$ cat config.mk
export PLATFORM = sky130hd
export DESIGN_NAME = midi_message_assembler
export DESIGN_NICKNAME = d
export VERILOG_FILES = /design/src/mma_pkg.sv /design/src/mma_ctrl.sv /design/src/mma_datapath.sv /design/src/midi_message_assembler.sv
export SDC_FILE = /design/constraint.sdc
export NUM_CORES = 1
export LEC_CHECK = 0
export BUFFER_PORTS_ARGS = -buffer_cell sky130_fd_sc_hd__buf_2
export CORE_ASPECT_RATIO = 1.25
export CORE_MARGIN = 2
export CORE_UTILIZATION = 35
export CTS_CLUSTER_SIZE = 24
export DETAILED_ROUTE_END_ITERATION = 7
export PLACE_DENSITY = 0.64
export SLEW_MARGIN = 20
export SYNTH_ARGS = -nofsm -noshare
export SYNTH_HDL_FRONTEND = slang
export SYNTH_SLANG_ARGS = --single-unit
export TNS_END_PERCENT = 100
$ cat constraint.sdc
create_clock -name clk -period 4.3 [get_ports clk]
set_input_delay 0.215 -clock clk [delete_from_list [all_inputs] [get_ports clk]]
set_output_delay 0.215 -clock clk [all_outputs]
set_load 0.1 [all_outputs]
$ cat src/mma_pkg.sv
// Shared constants, controller/datapath interface types and state encoding for the assembler.
`default_nettype none

package mma_pkg;

  localparam int STORE_DEPTH = 64;
  localparam int ADDR_W      = $clog2(STORE_DEPTH);
  localparam int FILL_W      = $clog2(STORE_DEPTH + 1);

  localparam logic [7:0] SYSEX_START = 8'hF0;
  localparam logic [7:0] SYSEX_END   = 8'hF7;
  localparam logic [7:0] RT_MIN      = 8'hF8;

  localparam logic [5:0] MAX_SX_RESET = 6'd63;

  localparam logic [1:0] KIND_RT = 2'd0;
  localparam logic [1:0] KIND_CC = 2'd1;
  localparam logic [1:0] KIND_SX = 2'd2;

  typedef enum logic [1:0] {
    ST_IDLE,
    ST_PROC,
    ST_READ,
    ST_LOAD
  } state_t;

  typedef struct packed {
    logic take;
    logic proc;
    logic rd;
    logic load;
  } mma_cmd_t;

  typedef struct packed {
    logic emit;
    logic direct;
    logic at_last;
    logic out_free;
  } mma_sts_t;

endpackage

`default_nettype wire

$ cat src/mma_ctrl.sv
// Sequencer: takes one byte, lets the datapath handle it, then walks out the resulting run.
`default_nettype none

module mma_ctrl (
  input  wire logic             clk,
  input  wire logic             rst,
  input  wire logic             in_valid,
  output logic                  in_ready,
  input  wire mma_pkg::mma_sts_t sts,
  output mma_pkg::mma_cmd_t      cmd
);

  mma_pkg::state_t state, state_next;

  always_ff @(posedge clk) begin
    if (rst) begin
      state <= mma_pkg::ST_IDLE;
    end else begin
      state <= state_next;
    end
  end

  always_comb begin
    state_next = state;
    cmd        = '0;
    in_ready   = 1'b0;
    unique case (state)
      mma_pkg::ST_IDLE: begin
        in_ready = 1'b1;
        if (in_valid) begin
          cmd.take   = 1'b1;
          state_next = mma_pkg::ST_PROC;
        end
      end
      mma_pkg::ST_PROC: begin
        cmd.proc = 1'b1;
        if (!sts.emit) begin
          state_next = mma_pkg::ST_IDLE;
        end else if (sts.direct) begin
          state_next = mma_pkg::ST_LOAD;
        end else begin
          state_next = mma_pkg::ST_READ;
        end
      end
      mma_pkg::ST_READ: begin
        cmd.rd     = 1'b1;
        state_next = mma_pkg::ST_LOAD;
      end
      mma_pkg::ST_LOAD: begin
        if (sts.out_free) begin
          cmd.load   = 1'b1;
          state_next = sts.at_last ? mma_pkg::ST_IDLE : mma_pkg::ST_READ;
        end
      end
      default: state_next = mma_pkg::ST_IDLE;
    endcase
  end

endmodule

`default_nettype wire

$ cat src/mma_datapath.sv
// Datapath: byte decode, message store, counters, limit register and output register.
`default_nettype none

module mma_datapath (
  input  wire logic              clk,
  input  wire logic              rst,
  input  wire mma_pkg::mma_cmd_t cmd,
  output mma_pkg::mma_sts_t      sts,
  input  wire logic [7:0]        in_byte,
  input  wire logic              cfg_wr_en,
  input  wire logic [5:0]        cfg_wr_data,
  input  wire logic              out_ready,
  output logic                   out_valid,
  output logic [7:0]             out_byte,
  output logic                   out_last,
  output logic [1:0]             out_kind,
  output logic [15:0]            out_stray,
  output logic [15:0]            out_abort,
  output logic [15:0]            out_ovf
);

  localparam int AW    = mma_pkg::ADDR_W;
  localparam int FW    = mma_pkg::FILL_W;
  localparam int SW    = FW + 1;
  localparam int DEPTH = mma_pkg::STORE_DEPTH;

  function automatic logic [15:0] sat_add(input logic [15:0] a, input logic [SW-1:0] n);
    logic [16:0] s;
    s = {1'b0, a} + 17'(n);
    return s[16] ? 16'hFFFF : s[15:0];
  endfunction

  // standard message length for a status byte, zero where it is stray
  function automatic logic [1:0] msg_length(input logic [7:0] s);
    logic [1:0] len;
    len = 2'd0;
    if (s < 8'hC0) begin
      len = 2'd3;
    end else if (s < 8'hE0) begin
      len = 2'd2;
    end else if (s < 8'hF0) begin
      len = 2'd3;
    end else begin
      unique case (s)
        8'hF1, 8'hF3: len = 2'd2;
        8'hF2:        len = 2'd3;
        8'hF6:        len = 2'd1;
        default:      len = 2'd0;
      endcase
    end
    return len;
  endfunction

  logic [7:0]    mem [DEPTH];
  logic [7:0]    rd_data;
  logic [7:0]    byte_q;
  logic [5:0]    max_sx;
  logic [FW-1:0] fill;
  logic          in_sx;
  logic          ovf;
  logic [1:0]    exp_len;
  logic [15:0]   stray_total;
  logic [15:0]   abort_total;
  logic [15:0]   ovf_total;
  logic          direct_q;
  logic [AW-1:0] last_idx;
  logic [1:0]    kind_q;
  logic [AW-1:0] rd_idx;

  logic [FW-1:0] fill_next;
  logic          in_sx_next;
  logic          ovf_next;
  logic [1:0]    exp_next;
  logic [SW-1:0] stray_add;
  logic          abort_inc;
  logic          ovf_inc;
  logic          wr_en;
  logic [AW-1:0] wr_addr;
  logic          emit;
  logic          direct;
  logic [AW-1:0] last_next;
  logic [1:0]    kind_next;
  logic          normal;
  logic [FW-1:0] fill_eff;
  logic [1:0]    len;
  logic [7:0]    fill_p1;
  logic [7:0]    limit;
  logic [AW-1:0] f_cap;

  assign len     = msg_length(byte_q);
  assign fill_p1 = 8'(fill) + 8'd1;
  assign limit   = (8'(max_sx) > 8'(DEPTH - 1)) ? 8'(DEPTH - 1) : 8'(max_sx);
  assign f_cap   = (8'(fill) > 8'(DEPTH - 1)) ? AW'(DEPTH - 1) : fill[AW-1:0];

  always_comb begin
    fill_next  = fill;
    in_sx_next = in_sx;
    ovf_next   = ovf;
    exp_next   = exp_len;
    stray_add  = '0;
    abort_inc  = 1'b0;
    ovf_inc    = 1'b0;
    wr_en      = 1'b0;
    wr_addr    = fill[AW-1:0];
    emit       = 1'b0;
    direct     = 1'b0;
    last_next  = '0;
    kind_next  = mma_pkg::KIND_CC;
    normal     = 1'b0;
    fill_eff   = fill;
    if (byte_q >= mma_pkg::RT_MIN) begin
      emit      = 1'b1;
      direct    = 1'b1;
      kind_next = mma_pkg::KIND_RT;
    end else if (in_sx) begin
      if (byte_q == mma_pkg::SYSEX_END) begin
        if (ovf) begin
          ovf_inc = 1'b1;
        end else begin
          wr_en     = 1'b1;
          wr_addr   = f_cap;
          emit      = 1'b1;
          last_next = f_cap;
          kind_next = mma_pkg::KIND_SX;
        end
        fill_next  = '0;
        in_sx_next = 1'b0;
        ovf_next   = 1'b0;
      end else if (byte_q[7]) begin
        // status inside SysEx: close it out, then decode the status as usual
        if (ovf) begin
          ovf_inc = 1'b1;
        end else begin
          abort_inc = 1'b1;
        end
        fill_next  = '0;
        in_sx_next = 1'b0;
        ovf_next   = 1'b0;
        fill_eff   = '0;
        normal     = 1'b1;
      end else if (!ovf) begin
        if (fill_p1 > limit || 8'(fill) >= 8'(DEPTH)) begin
          ovf_next  = 1'b1;
          fill_next = '0;
        end else begin
          wr_en     = 1'b1;
          fill_next = FW'(fill_p1);
        end
      end
    end else begin
      normal = 1'b1;
    end

    if (normal) begin
      if (byte_q == mma_pkg::SYSEX_START) begin
        stray_add  = SW'(fill_eff);
        wr_en      = 1'b1;
        wr_addr    = '0;
        fill_next  = FW'(1);
        in_sx_next = 1'b1;
        ovf_next   = 1'b0;
        exp_next   = 2'd0;
      end else if (byte_q[7]) begin
        stray_add = SW'(fill_eff) + SW'(len == 2'd0);
        exp_next  = len;
        fill_next = '0;
        if (len != 2'd0) begin
          wr_en     = 1'b1;
          wr_addr   = '0;
          fill_next = FW'(1);
        end
        if (len == 2'd1) begin
          fill_next = '0;
          exp_next  = 2'd0;
          emit      = 1'b1;
          direct    = 1'b1;
        end
      end else if (fill == '0 || 8'(fill) >= 8'd3) begin
        stray_add = SW'(1);
      end else begin
        wr_en     = 1'b1;
        fill_next = FW'(fill_p1);
        if (fill_p1 == 8'(exp_len)) begin
          emit      = 1'b1;
          last_next = fill[AW-1:0];
          fill_next = '0;
          exp_next  = 2'd0;
        end
      end
    end
  end

  always_ff @(posedge clk) begin
    if (cmd.proc && wr_en) begin
      mem[wr_addr] <= byte_q;
    end
    if (cmd.rd) begin
      rd_data <= mem[rd_idx];
    end
  end

  always_ff @(posedge clk) begin
    if (cmd.take) begin
      byte_q <= in_byte;
    end
    if (cmd.proc) begin
      direct_q <= direct;
      last_idx <= last_next;
      kind_q   <= kind_next;
    end
    if (cmd.load) begin
      out_byte  <= direct_q ? byte_q : rd_data;
      out_last  <= (rd_idx == last_idx);
      out_kind  <= kind_q;
      out_stray <= stray_total;
      out_abort <= abort_total;
      out_ovf   <= ovf_total;
    end
  end

  always_ff @(posedge clk) begin
    if (rst) begin
      max_sx      <= mma_pkg::MAX_SX_RESET;
      fill        <= '0;
      in_sx       <= 1'b0;
      ovf         <= 1'b0;
      exp_len     <= 2'd0;
      stray_total <= '0;
      abort_total <= '0;
      ovf_total   <= '0;
      rd_idx      <= '0;
      out_valid   <= 1'b0;
    end else begin
      if (cfg_wr_en) begin
        max_sx <= cfg_wr_data;
      end
      if (cmd.proc) begin
        fill        <= fill_next;
        in_sx       <= in_sx_next;
        ovf         <= ovf_next;
        exp_len     <= exp_next;
        stray_total <= sat_add(stray_total, stray_add);
        abort_total <= sat_add(abort_total, SW'(abort_inc));
        ovf_total   <= sat_add(ovf_total, SW'(ovf_inc));
        rd_idx      <= '0;
      end else if (cmd.load) begin
        rd_idx <= rd_idx + AW'(1);
      end
      if (cmd.load) begin
        out_valid <= 1'b1;
      end else if (out_ready) begin
        out_valid <= 1'b0;
      end
    end
  end

  assign sts.emit     = emit;
  assign sts.direct   = direct;
  assign sts.at_last  = (rd_idx == last_idx);
  assign sts.out_free = !out_valid || out_ready;

endmodule

`default_nettype wire

$ cat src/midi_message_assembler.sv
// Top level of the MIDI message assembler: sequencer plus datapath.
//
//  channel  | group           | contents
//  ---------+-----------------+-----------------------------------------------------------
//  input    | s_axis_*        | tdata = byte_in
//  output   | m_axis_*        | tdata = out_byte, counters; tlast = is_last; tuser = kind
//  config   | cfg_wr_*        | max_sysex_bytes, written on cfg_wr_en
//
// One byte at a time: accept, decode, then for each emitted byte a store read and an
// output load, the load waiting while the output register is full. A byte with no
// output goes back to accept; a realtime or one-byte message loads the held byte directly.
// A finished last byte may wait in the output register while the next byte is taken.
// rst is synchronous; store contents are not cleared, no clearing pass is needed.
`default_nettype none

module midi_message_assembler (
  input  wire logic        clk,
  input  wire logic        rst,
  input  wire logic        s_axis_tvalid,
  output logic             s_axis_tready,
  input  wire logic [7:0]  s_axis_tdata,   // [7:0] byte_in
  output logic             m_axis_tvalid,
  input  wire logic        m_axis_tready,
  output logic [55:0]      m_axis_tdata,   // [7:0] out_byte, [23:8] stray_count,
                                           // [39:24] aborted_count, [55:40] overflow_count
  output logic             m_axis_tlast,
  output logic [1:0]       m_axis_tuser,   // [1:0] msg_kind
  input  wire logic        cfg_wr_en,
  input  wire logic [5:0]  cfg_wr_data
);

  mma_pkg::mma_cmd_t cmd;
  mma_pkg::mma_sts_t sts;
  logic [7:0]        out_byte;
  logic [15:0]       out_stray;
  logic [15:0]       out_abort;
  logic [15:0]       out_ovf;

  mma_ctrl u_ctrl (
    .clk      (clk),
    .rst      (rst),
    .in_valid (s_axis_tvalid),
    .in_ready (s_axis_tready),
    .sts      (sts),
    .cmd      (cmd)
  );

  mma_datapath u_dp (
    .clk         (clk),
    .rst         (rst),
    .cmd         (cmd),
    .sts         (sts),
    .in_byte     (s_axis_tdata),
    .cfg_wr_en   (cfg_wr_en),
    .cfg_wr_data (cfg_wr_data),
    .out_ready   (m_axis_tready),
    .out_valid   (m_axis_tvalid),
    .out_byte    (out_byte),
    .out_last    (m_axis_tlast),
    .out_kind    (m_axis_tuser),
    .out_stray   (out_stray),
    .out_abort   (out_abort),
    .out_ovf     (out_ovf)
  );

  assign m_axis_tdata = {out_ovf, out_abort, out_stray, out_byte};

endmodule

`default_nettype wire

==> results.cfg, run 1 <==
[run_status]
status = finished clean

[timing]
tightest_slew_ps = 1030
slew_viol_final = 0
fin_skew_ps = 41.3
min_period_over_period = 0.941
clock.fmax_mhz = 247
slew_headroom = 0.313
holdWs_ps = 26.8
setup_viol = 0
rsz0062_at_grt = yes
hold_viol = 0
min_period_ps = 4050
setup-tns-final_ps = 0

[critical_path]
cpPeakStageDelay_ps = 750
cp_num_buf_inv = 0
reg2regPathDepth = 11
critPathLaunchType = flop
slowest_stage = nor2_1
setup.worst_path.end_class = flop
cp_top_family = simple AND/OR/NAND/NOR gates
r2r_slack_ps = 250
reg2reg_to = u_dp.mem[63][2]$_DFFE_PP_
rr_startpoint = u_dp.fill[1]$_SDFFE_PP0P_
path_class = flop to flop
crit_path_start = u_dp.fill[1]$_SDFFE_PP0P_
arrival_ps = 4280
crit_chain = ha_1 -> nand3_1 -> nand2b_1 -> nand2_1 -> ha_1 -> nand3_1 -> o21bai_1 -> a31o_2 -> a21o_1 -> o211ai_1 -> nor2_1
cp.depth = 11
cp.required_ps = 4530
critPathMaxFanout = 13

[layout]
num_antenna_cells = 0
area_growth_pct = 15.3
drive_gt1_frac = 0.231
final_common_cell = edfxtp_1
final_cell_mix = edfxtp_1 (596), mux4_2 (128), nor2_1 (109), buf_2 (79), nand2_1 (76)
fin_util = 0.408
nets = 1735

[placement]
io_buffer_count = 79
dpl.hpwl_um = 40100
gp_congestion = 0.853

[clock_network]
cts_max_path_buffers = 3
cts_tree = built
insertion_delay_ps = 640
clk_pin_slew_worst_paths_ps = 70
numCtsBuffers = 61
cts.sinks = 670
cts_max_level = 2
ctsRootBufferMaster = clkbuf_16

[synth]
synth_cell_types = 66
synth_edf_count = 596
ys_warn_count = 0
syn_avg_cell_area_um2 = 17.3
syn_area_um2 = 26800
post_synth_inst_count = 1552
synthFlopType = edfxtp_1
synthArstFlopShare = 0
synth-seq-cells = 670
ys_seq_area_frac = 0.722
synth_nets = 1595

[worst_hold_path]
hold_start = s_axis_tvalid
hold_depth = 4
hp-class = primary input to flop
hold_end = u_ctrl.state[0]$_SDFFE_PP0P_

[floorplan]
initial_core_util = 0.354
fp.dieW_um = 252
io_pins = 80
die_y_um = 314
rows = 113
core_um2 = 75900
dieArea_um2 = 78900

[power]
power.density_nw_per_um2 = 418
ir_drop_mv = 0.318
p_total_uw = 13000
p_leak_uw = 0.00993

[grt]
antenna_found_initial = 0
grt_pass1_vias = 15200
grt_overflow_total = 0
grt_max_degree = 67
grt_usage = 0.158
grt_pass1_wl_um = 94200

[routing]
routed_wirelength_um = 62900
avgRoutedWirePerCell_um = 23.1
drtIter0Drc = 1240
route.detailed.drc = 0
viasPerCell = 5.41
dr_total_vias = 14700
firstDrtPassIters = 6
drtAntennaViolNets = 0

[run]
cap_violations = 0
==> per-layer routing <==
layer,up-vias,track usage,part of all wire
met4,0,0.0599,0.037
li1,6518,-,-
met5,-,0,0
met1,7600,0.193,0.40
met3,116,0.0248,0.052
met2,486,0.280,0.52
==> cells by family (layout without fill, tap and decap cells) <==
group / Yosys count / count (layout) / share of synthesized area
AOI/OAI and AO/OA: 223 / 223 / 0.0605
and+or+nand+nor: 336 / 336 / 0.0609
muxes: 143 / 143 / 0.113
adders and majority gates: 24 / 24 / 0.0115
xor gates and xnor gates: 47 / 47 / 0.0153
buffers and inverters: 109 / 301 / 0.0166
DFF: 670 / 670 / 0.722
==> worst min-delay path, delay by kind of cell <==
kind	cells	cell delay, ps
and+or+nand+nor	2	250
buffers and inverters	1	90
AOI/OAI and AO/OA	1	60
==> synthesized netlist by cell type, types with 7 or more instances <==
cell type / count / share of area
clkbuf_1: 58 / 0.0081
o221ai_1: 9 / 0.0029
a211oi_1: 7 / 0.0020
nand4_1: 13 / 0.0030
a221oi_1: 16 / 0.0052
o211ai_1: 13 / 0.0036
mux2i_1: 7 / 0.0026
inv_1: 22 / 0.0031
a21o_1: 10 / 0.0028
dfxtp_1: 74 / 0.055
a22oi_1: 40 / 0.011
buf_1: 11 / 0.0015
nor2_2: 8 / 0.0019
ha_1: 23 / 0.011
xnor2_1: 23 / 0.0075
a21oi_1: 43 / 0.0080
nand2_1: 76 / 0.011
and2_1: 7 / 0.0016
edfxtp_1: 596 / 0.67
a31oi_1: 8 / 0.0019
nor2b_1: 11 / 0.0026
and3_1: 13 / 0.0030
nor3_1: 24 / 0.0045
nand3_1: 26 / 0.0048
o21ai_0: 20 / 0.0037
a22o_1: 19 / 0.0062
o221a_2: 8 / 0.0034
nor2_1: 111 / 0.016
buf_2: 14 / 0.0026
mux2_2: 8 / 0.0034
mux4_2: 128 / 0.11
xor2_1: 24 / 0.0078
==> where the power goes <==
| group | switching, µW | total, µW | internal [µW] |
|---|---|---|---|
| clock | 2440 | 5520 | 3080 |
| sequential | 23.1 | 7130 | 7100 |
| combinational | 220 | 310 | 89.9 |
==> repair_timing <==
item / 4_1_cts / 5_1_grt
hold buffers: 26 / 0
hold endpoints to repair: 15 / 0
buffers inserted: 0 / 2
setup endpoints to repair: 0 / 13
gates resized for setup: 0 / 4
==> sequential cells by signal, indices dropped and copies added, names as in the netlist, 6 cells and up <==
signal / flops
u_dp.rd_idx: 6
u_dp.max_sx: 6
u_dp.byte_q: 8
u_dp.out_abort: 16
u_dp.rd_data: 8
u_dp.ovf_total: 16
u_dp.last_idx: 6
u_dp.mem: 512
u_dp.out_byte: 8
u_dp.fill: 7
u_dp.out_ovf: 16
u_dp.stray_total: 16
u_dp.abort_total: 16
u_dp.out_stray: 16
==> layout make-up <==
type / instances / area, µm²
Tap cell: 977 / 1220
Sequential cell: 670 / 19400
Timing Repair Buffer: 163 / 1170
Fill cell: 6683 / 45000
Inverter: 23 / 86.3
Clock buffer: 70 / 1580
Multi-Input combinational cell: 773 / 7070
Clock inverter: 45 / 457
==> worst max path at each step <==
stage / to / slack, ps
floorplan: u_dp.stray_total[6]$_SDFFE_PP0P_ / 20
global placement: u_dp.stray_total[5]$_SDFFE_PP0P_ / 330
detailed placement: u_dp.stray_total[2]$_SDFFE_PP0P_ / 230
CTS: u_dp.stray_total[2]$_SDFFE_PP0P_ / 210
global route: u_dp.stray_total[2]$_SDFFE_PP0P_ / -4
finish: u_dp.mem[63][2]$_DFFE_PP_ / 250
==> through the flow <==
step,cell area (µm²),setup WS (ps),cells
after CTS,30900,209,2719
final,31000,255,2721
after floorplan,26800,17.5,1552
after global routing,31000,-3.59,2721
after detailed placement,28600,229,2578
after global placement,28600,325,2578
Power figures use the tool's default switching activity.
==> run 2: changes to the inputs <==
--- a/config.mk
+++ b/config.mk
@@ -11,7 +11,7 @@
 export CORE_UTILIZATION = 35
 export CTS_CLUSTER_SIZE = 24
 export DETAILED_ROUTE_END_ITERATION = 7
-export PLACE_DENSITY = 0.64
+export PLACE_DENSITY = 0.62
 export SLEW_MARGIN = 20
 export SYNTH_ARGS = -nofsm -noshare
 export SYNTH_HDL_FRONTEND = slang
==> constraint.sdc (replaced) <==
create_clock -name clk -period 4.78 [get_ports clk]
set_input_delay 0.239 -clock clk [delete_from_list [all_inputs] [get_ports clk]]
set_output_delay 0.239 -clock clk [all_outputs]
set_load 0.05 [all_outputs]
==> run 2 against run 1 <==
Net effect: register-to-register slack gained 340 ps; critical path depth increased by 3; die area is the same; maximum frequency down 3.3%; non-clock buffer count is 32 higher; via count grew 0.27%; total power is 12% lower.
==> results.cfg, run 2 (synthesis gave the netlist of run 1 again) <==
[power]
seqPwrFrac = 0.564
power.density_nw_per_um2 = 367
combPwrFrac = 0.024
p_sw_frac = 0.206
ir_drop_mv = 0.323
power.net_switching_uw = 2340
p_leak_uw = 0.0100
pwr-share-clk = 0.412
p_int_uw = 9030

[grt]
grt_overflow_total = 0
grt_max_degree = 66
grt_usage = 0.162
antenna_found_initial = 0
grt_pass1_vias = 15500
grt_pass1_wl_um = 96600

[run_status]
status = finished clean

[timing]
tightest_slew_ps = 1120
holdWs_ps = 37.2
slew_headroom = 0.257
hold_viol = 0
min_period_ps = 4180
clock.fmax_mhz = 239
setup-tns-final_ps = 0
rsz0062_at_grt = no
setup_viol = 0
slew_viol_final = 0
fin_ws_ps = 598
fin_skew_ps = 20.6
min_period_over_period = 0.875

[routing]
avgRoutedWirePerCell_um = 23.2
drtIter0Drc = 1343
viasPerCell = 5.37
dr_total_vias = 14800
drtAntennaViolNets = 0
route.detailed.drc = 0
routed_wirelength_um = 63900
firstDrtPassIters = 5

[clock_network]
cts_max_level = 2
clk_pin_slew_worst_paths_ps = 70
hold_buffers = 26
post_cts_buffers = 0
ctsRootBufferMaster = clkbuf_16
numCtsBuffers = 61
cts_tree = built
cts_max_path_buffers = 3
insertion_delay_ps = 630
cts.sinks = 670
cts_repair_resize_count = 0

[placement]
dp_slack_ps = 608
io_buffer_count = 79
dpl.hpwl_um = 41100
gp_congestion = 0.871
placed_cells_incl_taps = 2612
placed_area_um2 = 28800

[layout]
regArea_um2 = 19400
fin_cells = 2750
num_antenna_cells = 0
regMostFlops = u_dp.mem
final_common_cell = edfxtp_1
fin_area_um2 = 31000
nets = 1767
area_growth_pct = 15.4
fillers = 6684
largest_reg_flops = 512
drive_gt1_frac = 0.237
final_cell_mix = edfxtp_1 (596), mux4_2 (128), nor2_1 (110), buf_4 (87), buf_2 (79)
multi_input_area_um2 = 7040

[floorplan]
initial_core_util = 0.354
dieArea_um2 = 78900
die_y_um = 314
core_um2 = 75900
io_pins = 80
rows = 113
fp.dieW_um = 252

[critical_path]
path_class = flop to flop
crit_chain = buf_4 -> nand4_1 -> or4_1 -> and4_1 -> xnor2_1 -> o21ai_0 -> and3_1 -> ha_1 -> inv_1 -> o21ai_0 -> a21oi_1 -> nor2_1 -> nand3_1 -> a311oi_1
slowest_stage = or4_1
crit_top_cell = o21ai_0
setup.worst_path.end_class = flop
cp_num_buf_inv = 2
arrival_ps = 4720
cpPeakStageDelay_ps = 690
cp_top_family = simple AND/OR/NAND/NOR gates
critPathLaunchType = flop
critPathMaxFanout = 17
cp.required_ps = 5320

[run]
cap_violations = 0

[worst_hold_path]
hp-class = primary input to flop
## run 2: cell count changes in the layout (fill, tap and decap cells not counted), moves of 2 or more
cell / delta
buf_12: -3
buf_4: +35
clkinv_8: +2
clkinv_1: +5
bufinv_16: -3
clkinvlp_4: -4
clkbuf_8: -2
clkbuf_1: +3
## run 2: cell type report
class / count / area share
multi-input cells: 773 / 0.227
repair buffers: 195 / 0.0442
well taps: 977 / 0.0394
clock inverters: 41 / 0.0105
inverters: 23 / 0.00279
flip-flops and latches: 670 / 0.626
clock buffers: 71 / 0.0505
## run 2: tightest hold or removal path: stages
cell	delay [ps]
buf_2	80
nor2b_1	120
a211oi_1	60
nor3_1	120
## run 2: per-layer routing
metal	up-vias	GRT usage	part of all wire	wire length [µm]
met5	-	0	0	0
met4	0	0.0590	0.037	2390
met3	118	0.0242	0.050	3210
met2	455	0.293	0.53	33600
met1	7612	0.195	0.39	24700
li1	6575	-	-	-
## run 2: path summary, 6_finish.rpt
| path | cells after the start | slack, ps | to | startpoint |
|---|---|---|---|---|
| worst max-delay path | 14 | 600 | u_dp.stray_total[15]$_SDFFE_PP0P_ | u_dp.byte_q[5]$_DFFE_PP_ |
| worst min-delay path | 4 | 40 | u_ctrl.state[0]$_SDFFE_PP0P_ | s_axis_tvalid |
| worst min register to register | 0 | 450 | u_dp.out_kind[0]$_DFFE_PP_ | u_dp.kind_q[0]$_SDFFCE_PP0P_ |
| worst max register to register | 14 | 600 | u_dp.stray_total[15]$_SDFFE_PP0P_ | u_dp.byte_q[5]$_DFFE_PP_ |
## run 2: stage by stage
stage | utilization | total power, µW
3_3_place_gp | 0.380 | 6780
4_1_cts | 0.408 | 11500
5_1_grt | 0.408 | 11700
3_5_place_dp | 0.380 | 6790
6_report | 0.408 | 11400
2_1_floorplan | - | 6680
## run 2: power by group through the flow
| stage | sequential (µW) | clock, µW | combinational [µW] |
|---|---|---|---|
| 6_report | 6410 | 4680 | 272 |
| 5_1_grt | 6410 | 4990 | 295 |
| 4_1_cts | 6410 | 4800 | 273 |
| 3_5_place_dp | 6540 | 0 | 254 |
| 3_3_place_gp | 6540 | 0 | 244 |
| 2_1_floorplan | 6570 | 0 | 104 |
==> run 3: changes to the inputs <==
--- a/config.mk
+++ b/config.mk
@@ -5,12 +5,13 @@
 export SDC_FILE = /design/constraint.sdc
 export NUM_CORES = 1
 export LEC_CHECK = 0
-export BUFFER_PORTS_ARGS = -buffer_cell sky130_fd_sc_hd__buf_2
+export BUFFER_PORTS_ARGS = -buffer_cell sky130_fd_sc_hd__buf_4
 export CORE_ASPECT_RATIO = 1.25
 export CORE_MARGIN = 2
 export CORE_UTILIZATION = 35
 export CTS_CLUSTER_SIZE = 24
 export DETAILED_ROUTE_END_ITERATION = 7
+export GPL_TIMING_DRIVEN = 0
 export PLACE_DENSITY = 0.62
 export SLEW_MARGIN = 20
 export SYNTH_ARGS = -nofsm -noshare
==> run 3 against run 2 <==
Net effect: non-clock buffer count increased by 19; critical endpoint is now u_dp.mem[7][3]$_DFFE_PP_; maximum frequency fell by 11%; critical path type unchanged; clock skew increased by 6.4 ps; highest routed layer unchanged; final cell count increased by 0.69%; routed wire length barely moved; clock power increased by 3%.
==> results.cfg, run 3 (synthesis gave the netlist of run 1 again) <==
[run_status]
status = finished clean

[timing]
tightest_slew_ps = 1070
slew_viol_final = 0
holdWs_ps = 40.9
rsz0062_at_grt = yes
slew_headroom = 0.284
clock.fmax_mhz = 212
min_period_ps = 4720
min_period_over_period = 0.988
fin_ws_ps = 58.7
setup_viol = 0
fin_skew_ps = 27.0
hold_viol = 0

[critical_path]
cp.required_ps = 5030
slowest_stage = nor2_1
crit_top_cell = clkbuf_1
r2r_slack_ps = 60
cpPeakStageDelay_ps = 800
crit_chain = clkbuf_1 -> clkbuf_1 -> nand4_1 -> or2_2 -> nand2_1 -> ha_1 -> o22ai_1 -> a31o_2 -> a21o_1 -> clkbuf_1 -> o211ai_1 -> nor2_1
path_class = flop to flop
arrival_ps = 4970
critPathMaxFanout = 10
setup.worst_path.end_class = flop
critPathLaunchType = flop

[routing]
dr_total_vias = 14900
viasPerCell = 5.39
avgRoutedWirePerCell_um = 23.1
drtAntennaViolNets = 0
drtIter0Drc = 1271
route.detailed.drc = 0
routed_wirelength_um = 63900
firstDrtPassIters = 6

[clock_network]
insertion_delay_ps = 640
cts_max_path_buffers = 3
clk_pin_slew_worst_paths_ps = 60
cts_tree = built
cts_max_level = 2
numCtsBuffers = 60
ctsRootBufferMaster = clkbuf_16
cts.sinks = 670

[placement]
placed_area_um2 = 29100
placed_cells_incl_taps = 2634
io_buffer_count = 79
dpl.hpwl_um = 44600
gp_congestion = 0.878
dp_slack_ps = -183

[layout]
regMostFlops = u_dp.mem
largest_reg_flops = 512
nets = 1785
final_cell_mix = edfxtp_1 (596), mux4_2 (128), nor2_1 (96), buf_4 (88), nand2_1 (76)
regArea_um2 = 19400
final_common_cell = edfxtp_1
multi_input_area_um2 = 7100
fin_area_um2 = 31300
num_antenna_cells = 0
fin_cells = 2769
drive_gt1_frac = 0.224
fillers = 6652
area_growth_pct = 16.7

[floorplan]
die_y_um = 314
core_um2 = 75900
io_pins = 80
initial_core_util = 0.354
rows = 113
fp.dieW_um = 252
dieArea_um2 = 78900

[power]
power.net_switching_uw = 2350
p_total_uw = 11500
power.density_nw_per_um2 = 368
p_sw_frac = 0.204
p_int_uw = 9180
p_leak_uw = 0.0100
ir_drop_mv = 0.250
combPwrFrac = 0.027
pwr-share-clk = 0.417
seqPwrFrac = 0.556

[grt]
use_met3 = 0.0248
grt_pass1_vias = 15300
grt_util_met2 = 0.283
grt.busiest_layer = met2
antenna_found_initial = 0
grtUsageMet1 = 0.204
grt_pass1_wl_um = 96400
grt_max_degree = 38
grt_overflow_total = 0
grt_usage = 0.162

[worst_hold_path]
hp-class = primary input to flop

[run]
cap_violations = 0
==> run 3: cell count changes in the layout (fill, tap and decap cells not counted), sizes merged <==
| cell | change |
|---|---|
| dlygate4sd3 | -10 |
| clkbuf | +61 |
| bufinv | +1 |
| clkinvlp | +1 |
| buf | -28 |
| clkinv | -7 |
| inv | +1 |
==> run 3: layout make-up <==
| type | instances | share of cell area |
|---|---|---|
| Sequential cell | 670 | 0.619 |
| Buffer | 85 | 0.0115 |
| Multi-Input combinational cell | 773 | 0.227 |
| Timing Repair Buffer | 129 | 0.0387 |
| Clock buffer | 75 | 0.0517 |
| Clock inverter | 37 | 0.0109 |
| Inverter | 23 | 0.00276 |
| Tap cell | 977 | 0.0390 |
==> run 3: what timing repair did <==
| action | 4_1_cts | 5_1_grt |
|---|---|---|
| pin swaps | 0 | 1 |
| resized for setup | 0 | 20 |
| hold endpoints to repair | 15 | 0 |
| endpoints found under the setup margin | 13 | 210 |
| hold buffers | 16 | 0 |
| setup buffers | 2 | 6 |
==> run 3: through the flow <==
step | TNS [ps] | util
after floorplan | 0 | -
after global placement | -151430 | 0.377
after detailed placement | -1350 | 0.383
after CTS | 0 | 0.411
after global routing | -12880 | 0.413
final | 0 | 0.413
==> run 3: worst paths after layout <==
check,startpoint,to,cells after the start
setup / recovery,u_dp.fill[2]$_SDFFE_PP0P_,u_dp.mem[7][3]$_DFFE_PP_,12
hold / removal,rst,u_dp.fill[0]$_SDFFE_PP0P_,3
setup reg to reg,u_dp.fill[2]$_SDFFE_PP0P_,u_dp.mem[7][3]$_DFFE_PP_,12
hold reg to reg,u_dp.kind_q[0]$_SDFFCE_PP0P_,u_dp.out_kind[0]$_DFFE_PP_,0
==> run 3: routing by layer <==
| layer | vias to the layer above | wire length [µm] |
|---|---|---|
| li1 | 6620 | - |
| met1 | 7675 | 25400 |
| met2 | 523 | 32700 |
| met3 | 119 | 3480 |
| met4 | 0 | 2350 |
| met5 | - | 0 |
==> run 3: worst max-delay path: cells and delay by family, from the launching register on <==
family,cells,cell delay (ps)
AOI/OAI and AO/OA,4,1070
and+or+nand+nor,4,1420
DFF,1,390
adders and majority gates,1,250
buffers and inverters,3,1200
==> run 3: power by group through the flow <==
stage	registers (µW)	clock network [µW]	logic (µW)
2_1_floorplan	6570	0	104
3_3_place_gp	6620	0	166
3_5_place_dp	6550	0	280
4_1_cts	6420	4890	299
5_1_grt	6410	5110	334
6_report	6410	4810	309
